==> src/design/afa_pkg.sv <==
`timescale 1ns / 1ps

package afa_pkg;

    // table and address geometry
    localparam int AREA_COUNT = 8;
    localparam int AREA_W     = (AREA_COUNT > 1) ? $clog2(AREA_COUNT) : 1;
    localparam int PAGE_SHIFT = 12;

    // field widths fixed by the interface
    localparam int ADDR_W     = 64;
    localparam int FRAME_W    = 52;
    localparam int OP_W       = 2;
    localparam int INDEX_W    = 3;
    localparam int CFG_IDX_W  = 2;

    // last frame of an area and the running next-free frame
    localparam int LF_W       = ADDR_W - PAGE_SHIFT;
    localparam int NF_W       = ((LF_W > FRAME_W) ? LF_W : FRAME_W) + 1;

    // bound on the number of steps one allocate may take
    localparam int STEP_LIMIT = 2 * AREA_COUNT + 8;
    localparam int STEP_W     = $clog2(STEP_LIMIT + 1);

    // operation codes
    localparam logic [OP_W-1:0] OP_WRITE = 2'd0;
    localparam logic [OP_W-1:0] OP_INIT  = 2'd1;
    localparam logic [OP_W-1:0] OP_ALLOC = 2'd2;

    // configuration register indexes
    localparam logic [CFG_IDX_W-1:0] REG_KERNEL_FIRST  = 2'd0;
    localparam logic [CFG_IDX_W-1:0] REG_KERNEL_LAST   = 2'd1;
    localparam logic [CFG_IDX_W-1:0] REG_BOOTINFO_FIRST = 2'd2;
    localparam logic [CFG_IDX_W-1:0] REG_BOOTINFO_LAST  = 2'd3;

    // commands from the controller to the datapath
    typedef struct packed {
        logic capture;
        logic write_entry;
        logic clear_nf;
        logic scan_start;
        logic scan_cmp;
        logic scan_end;
        logic rd_chosen;
        logic skip_kernel;
        logic skip_boot;
        logic grant;
        logic finish;
    } afa_cmd_t;

    // status from the datapath to the controller
    typedef struct packed {
        logic have_area;
        logic scan_last;
        logic past_area;
        logic in_kernel;
        logic in_boot;
    } afa_sts_t;

endpackage

==> src/design/afa_ctrl.sv <==
`timescale 1ns / 1ps

module afa_ctrl
    import afa_pkg::*;
(
    input  logic            clk,
    input  logic            rst_n,
    input  logic            start,
    input  logic [OP_W-1:0] operation,
    input  afa_sts_t        sts,
    output afa_cmd_t        cmd,
    output logic            busy
);

    localparam logic [2:0] ST_IDLE   = 3'd0;
    localparam logic [2:0] ST_WRITE  = 3'd1;
    localparam logic [2:0] ST_CH_RD  = 3'd2;
    localparam logic [2:0] ST_CH_CMP = 3'd3;
    localparam logic [2:0] ST_CH_END = 3'd4;
    localparam logic [2:0] ST_AL_RD  = 3'd5;
    localparam logic [2:0] ST_AL_CHK = 3'd6;

    logic [2:0]        state_reg, state_next;
    logic [STEP_W-1:0] steps_reg, steps_next;
    logic              in_alloc_reg, in_alloc_next;

    // state, step count and caller flag
    always_ff @(posedge clk or negedge rst_n)
    begin
        if (!rst_n)
        begin
            state_reg    <= ST_IDLE;
            steps_reg    <= '0;
            in_alloc_reg <= 1'b0;
        end
        else
        begin
            state_reg    <= state_next;
            steps_reg    <= steps_next;
            in_alloc_reg <= in_alloc_next;
        end
    end

    // sequencing of one transaction
    always_comb
    begin
        state_next    = state_reg;
        steps_next    = steps_reg;
        in_alloc_next = in_alloc_reg;
        cmd           = '0;

        unique case (state_reg)
            ST_IDLE:
            begin
                if (start)
                begin
                    cmd.capture = 1'b1;
                    unique case (operation)
                        OP_WRITE:
                        begin
                            state_next = ST_WRITE;
                        end
                        OP_INIT:
                        begin
                            cmd.clear_nf   = 1'b1;
                            cmd.scan_start = 1'b1;
                            in_alloc_next  = 1'b0;
                            state_next     = ST_CH_RD;
                        end
                        OP_ALLOC:
                        begin
                            steps_next    = '0;
                            in_alloc_next = 1'b1;
                            state_next    = ST_AL_RD;
                        end
                        default:
                        begin
                            cmd.finish = 1'b1;
                        end
                    endcase
                end
            end

            ST_WRITE:
            begin
                cmd.write_entry = 1'b1;
                cmd.finish      = 1'b1;
                state_next      = ST_IDLE;
            end

            // each table entry takes a read state, then a compare state
            ST_CH_RD:
            begin
                state_next = ST_CH_CMP;
            end

            ST_CH_CMP:
            begin
                cmd.scan_cmp = 1'b1;
                state_next   = sts.scan_last ? ST_CH_END : ST_CH_RD;
            end

            ST_CH_END:
            begin
                cmd.scan_end = 1'b1;
                if (in_alloc_reg)
                begin
                    state_next = ST_AL_RD;
                end
                else
                begin
                    cmd.finish = 1'b1;
                    state_next = ST_IDLE;
                end
            end

            // loop head of an allocate
            ST_AL_RD:
            begin
                cmd.rd_chosen = 1'b1;
                if (!sts.have_area || (steps_reg == STEP_W'(STEP_LIMIT)))
                begin
                    cmd.finish = 1'b1;
                    state_next = ST_IDLE;
                end
                else
                begin
                    state_next = ST_AL_CHK;
                end
            end

            ST_AL_CHK:
            begin
                cmd.rd_chosen = 1'b1;
                if (sts.past_area)
                begin
                    steps_next     = steps_reg + STEP_W'(1);
                    cmd.scan_start = 1'b1;
                    state_next     = ST_CH_RD;
                end
                else if (sts.in_kernel)
                begin
                    steps_next      = steps_reg + STEP_W'(1);
                    cmd.skip_kernel = 1'b1;
                    state_next      = ST_AL_RD;
                end
                else if (sts.in_boot)
                begin
                    steps_next    = steps_reg + STEP_W'(1);
                    cmd.skip_boot = 1'b1;
                    state_next    = ST_AL_RD;
                end
                else
                begin
                    cmd.grant  = 1'b1;
                    cmd.finish = 1'b1;
                    state_next = ST_IDLE;
                end
            end

            default:
            begin
                state_next = ST_IDLE;
            end
        endcase
    end

    assign busy = (state_reg != ST_IDLE);

endmodule

==> src/design/afa_datapath.sv <==
`timescale 1ns / 1ps

module afa_datapath
    import afa_pkg::*;
(
    input  logic                 clk,
    input  logic                 rst_n,
    input  afa_cmd_t             cmd,
    output afa_sts_t             sts,
    input  logic                 cfg_write,
    input  logic [CFG_IDX_W-1:0] cfg_index,
    input  logic [FRAME_W-1:0]   cfg_data,
    input  logic [INDEX_W-1:0]   area_index,
    input  logic [ADDR_W-1:0]    area_base,
    input  logic [ADDR_W-1:0]    area_length,
    input  logic                 area_usable,
    output logic                 done,
    output logic                 granted,
    output logic [FRAME_W-1:0]   frame_number
);

    // area table, no reset: an unwritten entry is read in a scan but never qualifies
    logic [ADDR_W-1:0] base_mem [AREA_COUNT];
    logic [LF_W-1:0]   last_mem [AREA_COUNT];

    logic [AREA_COUNT-1:0] qualify_reg;

    logic [FRAME_W-1:0] kernel_first_reg, kernel_last_reg;
    logic [FRAME_W-1:0] boot_first_reg, boot_last_reg;

    logic [NF_W-1:0]    next_free_reg;
    logic [AREA_W-1:0]  chosen_reg;
    logic               have_area_reg;
    logic [AREA_W-1:0]  scan_idx_reg;
    logic               found_reg;
    logic [AREA_W-1:0]  best_idx_reg;
    logic [ADDR_W-1:0]  best_base_reg;

    logic [INDEX_W-1:0] item_index_reg;
    logic [ADDR_W-1:0]  item_base_reg;
    logic [ADDR_W-1:0]  item_length_reg;
    logic               item_usable_reg;

    logic [ADDR_W-1:0]  rd_base_reg;
    logic [LF_W-1:0]    rd_last_reg;

    logic               done_reg, granted_reg;
    logic [FRAME_W-1:0] frame_number_reg;

    logic [AREA_W-1:0]  rd_addr;
    logic [AREA_W-1:0]  wr_addr;
    logic               wr_in_range;
    logic [ADDR_W-1:0]  end_addr;
    logic [NF_W-1:0]    rd_last_ext;
    logic [NF_W-1:0]    best_start;
    logic               candidate;

    // configuration registers
    always_ff @(posedge clk or negedge rst_n)
    begin
        if (!rst_n)
        begin
            kernel_first_reg <= '0;
            kernel_last_reg  <= '0;
            boot_first_reg   <= '0;
            boot_last_reg    <= '0;
        end
        else if (cfg_write)
        begin
            unique case (cfg_index)
                REG_KERNEL_FIRST:   kernel_first_reg <= cfg_data;
                REG_KERNEL_LAST:    kernel_last_reg  <= cfg_data;
                REG_BOOTINFO_FIRST: boot_first_reg   <= cfg_data;
                REG_BOOTINFO_LAST:  boot_last_reg    <= cfg_data;
                default:            kernel_first_reg <= kernel_first_reg;
            endcase
        end
    end

    // transaction capture
    always_ff @(posedge clk)
    begin
        if (cmd.capture)
        begin
            item_index_reg  <= area_index;
            item_base_reg   <= area_base;
            item_length_reg <= area_length;
            item_usable_reg <= area_usable;
        end
    end

    // last frame of the entry being written, kept with the entry
    assign end_addr    = item_base_reg + item_length_reg - ADDR_W'(1);
    assign wr_addr     = AREA_W'(item_index_reg);
    assign wr_in_range = (32'(item_index_reg) < 32'(AREA_COUNT));

    // table write and registered read
    assign rd_addr = cmd.rd_chosen ? chosen_reg : scan_idx_reg;

    always_ff @(posedge clk)
    begin
        if (cmd.write_entry && wr_in_range)
        begin
            base_mem[wr_addr] <= item_base_reg;
            last_mem[wr_addr] <= end_addr[ADDR_W-1:PAGE_SHIFT];
        end
        rd_base_reg <= base_mem[rd_addr];
        rd_last_reg <= last_mem[rd_addr];
    end

    // an entry qualifies when it is usable and not empty
    always_ff @(posedge clk or negedge rst_n)
    begin
        if (!rst_n)
        begin
            qualify_reg <= '0;
        end
        else if (cmd.write_entry && wr_in_range)
        begin
            qualify_reg[wr_addr] <= item_usable_reg && (item_length_reg != '0);
        end
    end

    // area selection compare
    assign rd_last_ext = NF_W'(rd_last_reg);
    assign best_start  = NF_W'(best_base_reg[ADDR_W-1:PAGE_SHIFT]);
    assign candidate   = qualify_reg[scan_idx_reg]
                         && (rd_last_ext >= next_free_reg)
                         && (!found_reg || (rd_base_reg < best_base_reg));

    always_ff @(posedge clk or negedge rst_n)
    begin
        if (!rst_n)
        begin
            scan_idx_reg <= '0;
            found_reg    <= 1'b0;
            best_idx_reg <= '0;
        end
        else if (cmd.scan_start)
        begin
            scan_idx_reg <= '0;
            found_reg    <= 1'b0;
        end
        else if (cmd.scan_cmp)
        begin
            scan_idx_reg <= scan_idx_reg + AREA_W'(1);
            if (candidate)
            begin
                found_reg    <= 1'b1;
                best_idx_reg <= scan_idx_reg;
            end
        end
    end

    always_ff @(posedge clk)
    begin
        if (cmd.scan_cmp && candidate)
        begin
            best_base_reg <= rd_base_reg;
        end
    end

    // allocator state: next free frame and chosen area
    always_ff @(posedge clk or negedge rst_n)
    begin
        if (!rst_n)
        begin
            next_free_reg <= '0;
            chosen_reg    <= '0;
            have_area_reg <= 1'b0;
        end
        else if (cmd.clear_nf)
        begin
            next_free_reg <= '0;
        end
        else if (cmd.scan_end)
        begin
            have_area_reg <= found_reg;
            if (found_reg)
            begin
                chosen_reg <= best_idx_reg;
                if (next_free_reg < best_start)
                begin
                    next_free_reg <= best_start;
                end
            end
        end
        else if (cmd.skip_kernel)
        begin
            next_free_reg <= NF_W'(kernel_last_reg) + NF_W'(1);
        end
        else if (cmd.skip_boot)
        begin
            next_free_reg <= NF_W'(boot_last_reg) + NF_W'(1);
        end
        else if (cmd.grant)
        begin
            next_free_reg <= next_free_reg + NF_W'(1);
        end
    end

    // status towards the controller
    always_comb
    begin
        sts.have_area = have_area_reg;
        sts.scan_last = (scan_idx_reg == AREA_W'(AREA_COUNT - 1));
        sts.past_area = (next_free_reg > rd_last_ext);
        sts.in_kernel = (next_free_reg >= NF_W'(kernel_first_reg))
                        && (next_free_reg <= NF_W'(kernel_last_reg));
        sts.in_boot   = (next_free_reg >= NF_W'(boot_first_reg))
                        && (next_free_reg <= NF_W'(boot_last_reg));
    end

    // result registers, one strobe per transaction
    always_ff @(posedge clk or negedge rst_n)
    begin
        if (!rst_n)
        begin
            done_reg         <= 1'b0;
            granted_reg      <= 1'b0;
            frame_number_reg <= '0;
        end
        else
        begin
            done_reg         <= cmd.finish;
            granted_reg      <= cmd.grant;
            frame_number_reg <= cmd.grant ? next_free_reg[FRAME_W-1:0] : '0;
        end
    end

    assign done         = done_reg;
    assign granted      = granted_reg;
    assign frame_number = frame_number_reg;

endmodule

==> src/design/area_frame_allocator_core.sv <==
`timescale 1ns / 1ps

// Bump allocator for physical page frames over a table of eight memory areas.
// A transaction is taken when start is high and busy low; its result is shown
// for exactly one cycle with done high and cannot be held off. Write items
// pass through the write state before they finish, and an unknown operation
// finishes straight from idle. Init reads and then compares each table entry
// in turn and finishes after the last one. An allocate reads and checks the
// chosen area; each kernel or boot-info range skipped and each move to a new
// area, which rescans the table, sends it round again before it grants. All
// table reads use the single registered read port of the area table.
// Configuration writes take effect at once and belong to idle periods.

module area_frame_allocator_core
    import afa_pkg::*;
(
    input  logic                 clk,
    input  logic                 rst_n,
    input  logic                 start,
    output logic                 busy,
    input  logic [OP_W-1:0]      operation,
    input  logic [INDEX_W-1:0]   area_index,
    input  logic [ADDR_W-1:0]    area_base,
    input  logic [ADDR_W-1:0]    area_length,
    input  logic                 area_usable,
    output logic                 done,
    output logic                 granted,
    output logic [FRAME_W-1:0]   frame_number,
    input  logic                 cfg_write,
    input  logic [CFG_IDX_W-1:0] cfg_index,
    input  logic [FRAME_W-1:0]   cfg_data
);

    afa_cmd_t cmd;
    afa_sts_t sts;

    // sequencing
    afa_ctrl u_ctrl (
        .clk       (clk),
        .rst_n     (rst_n),
        .start     (start),
        .operation (operation),
        .sts       (sts),
        .cmd       (cmd),
        .busy      (busy)
    );

    // area table, frame arithmetic and result registers
    afa_datapath u_datapath (
        .clk          (clk),
        .rst_n        (rst_n),
        .cmd          (cmd),
        .sts          (sts),
        .cfg_write    (cfg_write),
        .cfg_index    (cfg_index),
        .cfg_data     (cfg_data),
        .area_index   (area_index),
        .area_base    (area_base),
        .area_length  (area_length),
        .area_usable  (area_usable),
        .done         (done),
        .granted      (granted),
        .frame_number (frame_number)
    );

endmodule

==> config.mk <==
export PLATFORM = sky130hd
export DESIGN_NAME = area_frame_allocator_core
export DESIGN_NICKNAME = d
export VERILOG_FILES = /design/src/design/afa_pkg.sv /design/src/design/afa_ctrl.sv /design/src/design/afa_datapath.sv /design/src/design/area_frame_allocator_core.sv
export SDC_FILE = /design/constraint.sdc
export NUM_CORES = 2
export LEC_CHECK = 0
export BUFFER_PORTS_ARGS = -buffer_cell sky130_fd_sc_hd__clkbuf_2
export CELL_PAD_IN_SITES_DETAIL_PLACEMENT = 1
export CELL_PAD_IN_SITES_GLOBAL_PLACEMENT = 2
export CORE_MARGIN = 2
export CORE_UTILIZATION = 46
export DETAILED_ROUTE_END_ITERATION = 7
export PLACE_DENSITY = 0.82
export SETUP_SLACK_MARGIN = 0.3
export SYNTH_ARGS = -nofsm -noshare
export SYNTH_HDL_FRONTEND = slang
export SYNTH_SLANG_ARGS = --single-unit
==> constraint.sdc <==
create_clock -name clk -period 11.6 [get_ports clk]
set_clock_uncertainty 0.1 [all_clocks]
set_input_delay 2.32 -clock clk [delete_from_list [all_inputs] [get_ports clk]]
set_output_delay 2.32 -clock clk [all_outputs]
set_load 0.05 [all_outputs]
==> impl_table.tex <==
\begin{tabular}{lr}
\hline
Metric & Value \\
\hline
\multicolumn{2}{l}{\textbf{Detailed routing}} \\
Post-DR vias/cell & $\sim$5.7 \\
Average routed wire per standard cell & $\sim$27 um \\
Routed length on met2 & around 97 mm \\
Final routed wirelength across all metal layers & about 200 mm \\
Detailed-router iteration count before antenna repair & 5 \\
Total length of routed met3 wires & 8.57 mm \\
Detailed-route wire length on metal 1 & 87.4 mm \\
Remaining DRCs & 0 \\
Uppermost layer routed & met4 \\
Via total after detailed routing & between 40000 and 50000 \\
Final ANT Viol Nets & 0 \\
Violation count after the first detailed-routing iteration & roughly 3200 \\
\multicolumn{2}{l}{\textbf{Cells and area}} \\
Leading cell type in the layout, fill and taps excluded & sky130\_fd\_sc\_hd\_\_edfxtp\_1 \\
Post-Route Utilization & a little over half \\
Fill cell instance count of the final layout & 15100 \\
Biggest registers after layout & u\_datapath.base\_mem x512, u\_datapath.last\_mem x416 \\
Flip-flop count of the largest register, all copies and words added & about 510 \\
Register with the highest flop count & u\_datapath.base\_mem \\
Final nets & about 6000 \\
Growth of design area from synthesis to finish & 13.3\% \\
Proportion of layout cells with a drive suffix above 1 & between 20\% and 30\% \\
Most frequent cells in the layout & sky130\_fd\_sc\_hd\_\_edfxtp\_1, sky130\_fd\_sc\_hd\_\_inv\_1, sky130\_fd\_sc\_hd\_\_ha\_1, sky130\_fd\_sc\_hd\_\_dfrtp\_1, sky130\_fd\_sc\_hd\_\_mux2\_2 \\
\multicolumn{2}{l}{\textbf{Floorplan}} \\
Initial standard-cell utilization of the core & a little under half \\
Ports & 247 \\
Die extent in x & 400 um \\
Height of the die & around 400 um \\
Site row count & 145 \\
Die Outline Area & 160000 sq um \\
Placeable core area & 156000 sq um \\
\multicolumn{2}{l}{\textbf{Yosys}} \\
Number of enable-type register cells in the synthesized netlist & around 1100 \\
Warnings, synthesis & 0 \\
Largest area contributor in the netlist & sky130\_fd\_sc\_hd\_\_edfxtp\_1 \\
Dominant combinational cell family by area after synthesis & multiplexers \\
Main area contributors after synthesis & sky130\_fd\_sc\_hd\_\_edfxtp\_1, sky130\_fd\_sc\_hd\_\_dfrtp\_1, sky130\_fd\_sc\_hd\_\_ha\_1 \\
Yosys top cell area share & 46.8\% \\
Netlist area before placement & 72100 sq um \\
Post-Syn Nets & $\sim$5700 \\
Multiplexer share of the synthesized area & between 10\% and 20\% \\
Synth async-reset ratio & around 22\% \\
Simple-gate share of the synthesized area & between 5 and 6\% \\
Fraction of the mapped netlist area in compound gates & under 10\% \\
Register area share after synthesis & between 60\% and 70\% \\
Post-synthesis cell type count & between 80 and 90 \\
Number of register bits inferred by synthesis & between 1500 and 2000 \\
Prevailing post-synth register cell & sky130\_fd\_sc\_hd\_\_edfxtp\_1 \\
Number of instances in the synthesized netlist & 5006 \\
Fraction of the mapped netlist area in adder cells & between 8 and 9\% \\
Xor/xnor share of the synthesized area & between 1 and 1.5\% \\
Average cell area after synthesis & $\sim$14 sq um \\
\multicolumn{2}{l}{\textbf{STA}} \\
Count of final hold-check violations & 0 \\
RSZ-0062 raised after global routing & false \\
TNS Setup & 0 ns \\
Final setup viols & 0 \\
Slew Limit Headroom & between 15 and 20\% \\
Max-slew violation count & 0 \\
Fraction of the cycle the final worst path needs & between 60 and 70\% \\
Maximum frequency from static timing analysis & around 0.14 GHz \\
Pin slew with the least headroom to its limit & 1.26 ns \\
Crit path time final & between 7 and 8 ns \\
Worst setup margin & roughly 4.3 ns \\
\multicolumn{2}{l}{\textbf{Pwr}} \\
Power density over cell area & around 250 nW/um\^{}2 \\
Peak supply drop & 0.160 mV \\
Leakage power & $\sim$33 nW \\
\multicolumn{2}{l}{\textbf{Setup path}} \\
Nature of the critical path endpoint & flop \\
Worst R2R Path Depth & 16 \\
Startpoint of the lowest-slack register-to-register path & u\_datapath.next\_free\_reg[46] \\
R2R Setup Slk & $\sim$4.3 ns \\
Largest fanout on the critical path & 45 \\
Startpoint class of the critical path & flop \\
Critical Path Start & u\_datapath.next\_free\_reg[46] \\
CP arrival & around 8 ns \\
Required time reported for the critical path endpoint & between 10 and 15 ns \\
Critical register-to-register path endpoint & u\_datapath.next\_free\_reg[21] \\
Type of the worst setup path & reg2reg \\
\multicolumn{2}{l}{\textbf{Clock tree}} \\
CTS H-tree depth & 4 \\
Later-pin clock latency in the skew report & roughly 0.82 ns \\
Count of instances resized after the clock tree is built & 0 \\
Hold-fix buffers at CTS & 0 \\
TritonCTS Buffers & 167 \\
CTS sink cnt & between 1500 and 2000 \\
Clock tree buffer depth & 3 \\
Number of setup buffers added after CTS & 0 \\
CTS tree & built \\
Clk Tree Root Cell & sky130\_fd\_sc\_hd\_\_clkbuf\_16 \\
Clock transition time at the flip-flop clock pins of the worst setup and hold paths & about 0.060 ns \\
\multicolumn{2}{l}{\textbf{GRT}} \\
Antenna violations before repair & 11 \\
Maximum number of pins on one net before global-route repair & 171 \\
Wire length of the first global-routing pass & about 300 mm \\
Overflow left after global routing & 0 \\
Overall routing resource usage & 25.4\% \\
Via count of the first global-routing pass & 46300 \\
\multicolumn{2}{l}{\textbf{Min path}} \\
Launch point of the worst hold path & u\_datapath.rd\_base\_reg[0] \\
Class of the most critical hold timing path & reg2reg \\
Worst hold path stage count & 0 \\
Worst-case hold path end point & u\_datapath.best\_base\_reg[0] \\
\multicolumn{2}{l}{\textbf{Placement}} \\
Post-detailed-placement half-perimeter wirelength & around 130 mm \\
Weighted congestion reported at the end of routability-driven placement & 0.896 \\
Setup Slack @ Placement & approximately 4.5 ns \\
Count of port buffers added during placement & approximately 250 \\
\multicolumn{2}{l}{\textbf{Job}} \\
Count of max-cap constraint violations & 0 \\
\multicolumn{2}{l}{\textbf{Status}} \\
Status & finished clean \\
\hline
\end{tabular}
[where the power goes]
part	switching (W)	internal, W
Sequential	0.000776	0.00791
Clock	0.00230	0.00326
Combinational	0.00362	0.00222
[cell families after synthesis]
group / Yosys count
xor gates and xnor gates: 94
adders and majority gates: 508
DFF: 1583
AOI/OAI and AO/OA: 676
and+or+nand+nor: 836
muxes: 538
buffers and inverters: 771
[stage by stage]
step	cells	power, W	hold slack (ns)	cell area (sq um)
floorplan	5006	0.0124	0.300	72100
global placement	7203	0.0143	0.321	76000
detailed placement	7203	0.0146	0.326	76000
CTS	7513	0.0202	0.340	81700
global route	7515	0.0211	0.340	81700
finish	7517	0.0201	0.338	81700
[critical path: stages, from the launching register on]
cell and delay (ns):
sky130_fd_sc_hd__dfrtp_1 0.58, sky130_fd_sc_hd__ha_1 0.33, sky130_fd_sc_hd__a21o_1 0.19, sky130_fd_sc_hd__a21o_1 0.17, sky130_fd_sc_hd__a2111oi_0 0.43, sky130_fd_sc_hd__o221ai_1 0.37
sky130_fd_sc_hd__o31ai_2 0.54, sky130_fd_sc_hd__and2_2 0.87, sky130_fd_sc_hd__nand3_1 0.42, sky130_fd_sc_hd__buf_4 0.37, sky130_fd_sc_hd__nor3_1 0.20, sky130_fd_sc_hd__a221oi_1 0.11
sky130_fd_sc_hd__or4_1 0.65, sky130_fd_sc_hd__or4_1 0.87, sky130_fd_sc_hd__a2111oi_2 0.46, sky130_fd_sc_hd__xnor2_1 0.12, sky130_fd_sc_hd__a221o_1 0.32
[worst max path at each step]
stage | end | slack, ns
2_1_floorplan | u_datapath.qualify_reg[1] | 1.36
3_3_place_gp | u_datapath.next_free_reg[39] | 4.59
3_5_place_dp | u_datapath.next_free_reg[21] | 4.47
4_1_cts | u_datapath.next_free_reg[21] | 4.39
5_1_grt | u_datapath.next_free_reg[21] | 3.91
6_report | u_datapath.next_free_reg[21] | 4.34
[cells in the mapped netlist, drive strengths merged (64+ instances only)]
cell type  number
a21o          100
a21oi         202
clkbuf        120
dfrtp         343
dfxtp         116
edfxtp       1124
ha            508
inv           613
mux2          289
mux4          234
nand2         235
nand4          83
nor2          143
nor3           69
o21ai         169
xnor2          64
[final cells by class]
type | count | area (sq um) | share of cell area, %
antenna | 4 | 10.0 | 0.0122
tap | 2058 | 2570 | 3.15
timing repair buffer | 297 | 1770 | 2.17
inverter | 613 | 2300 | 2.82
clock inverter | 77 | 1030 | 1.26
sequential | 1583 | 44700 | 54.6
clock buffer | 233 | 4700 | 5.75
multi-input combinational | 2652 | 24700 | 30.2
[metal layers]
layer  track usage [%]  vias to the layer above
met2              42.0                     1154
li1                  -                    19300
met5                 0                        -
met1              34.7                    22300
met4              9.52                        0
met3              3.00                      329
(Power assumes the default switching activity.)
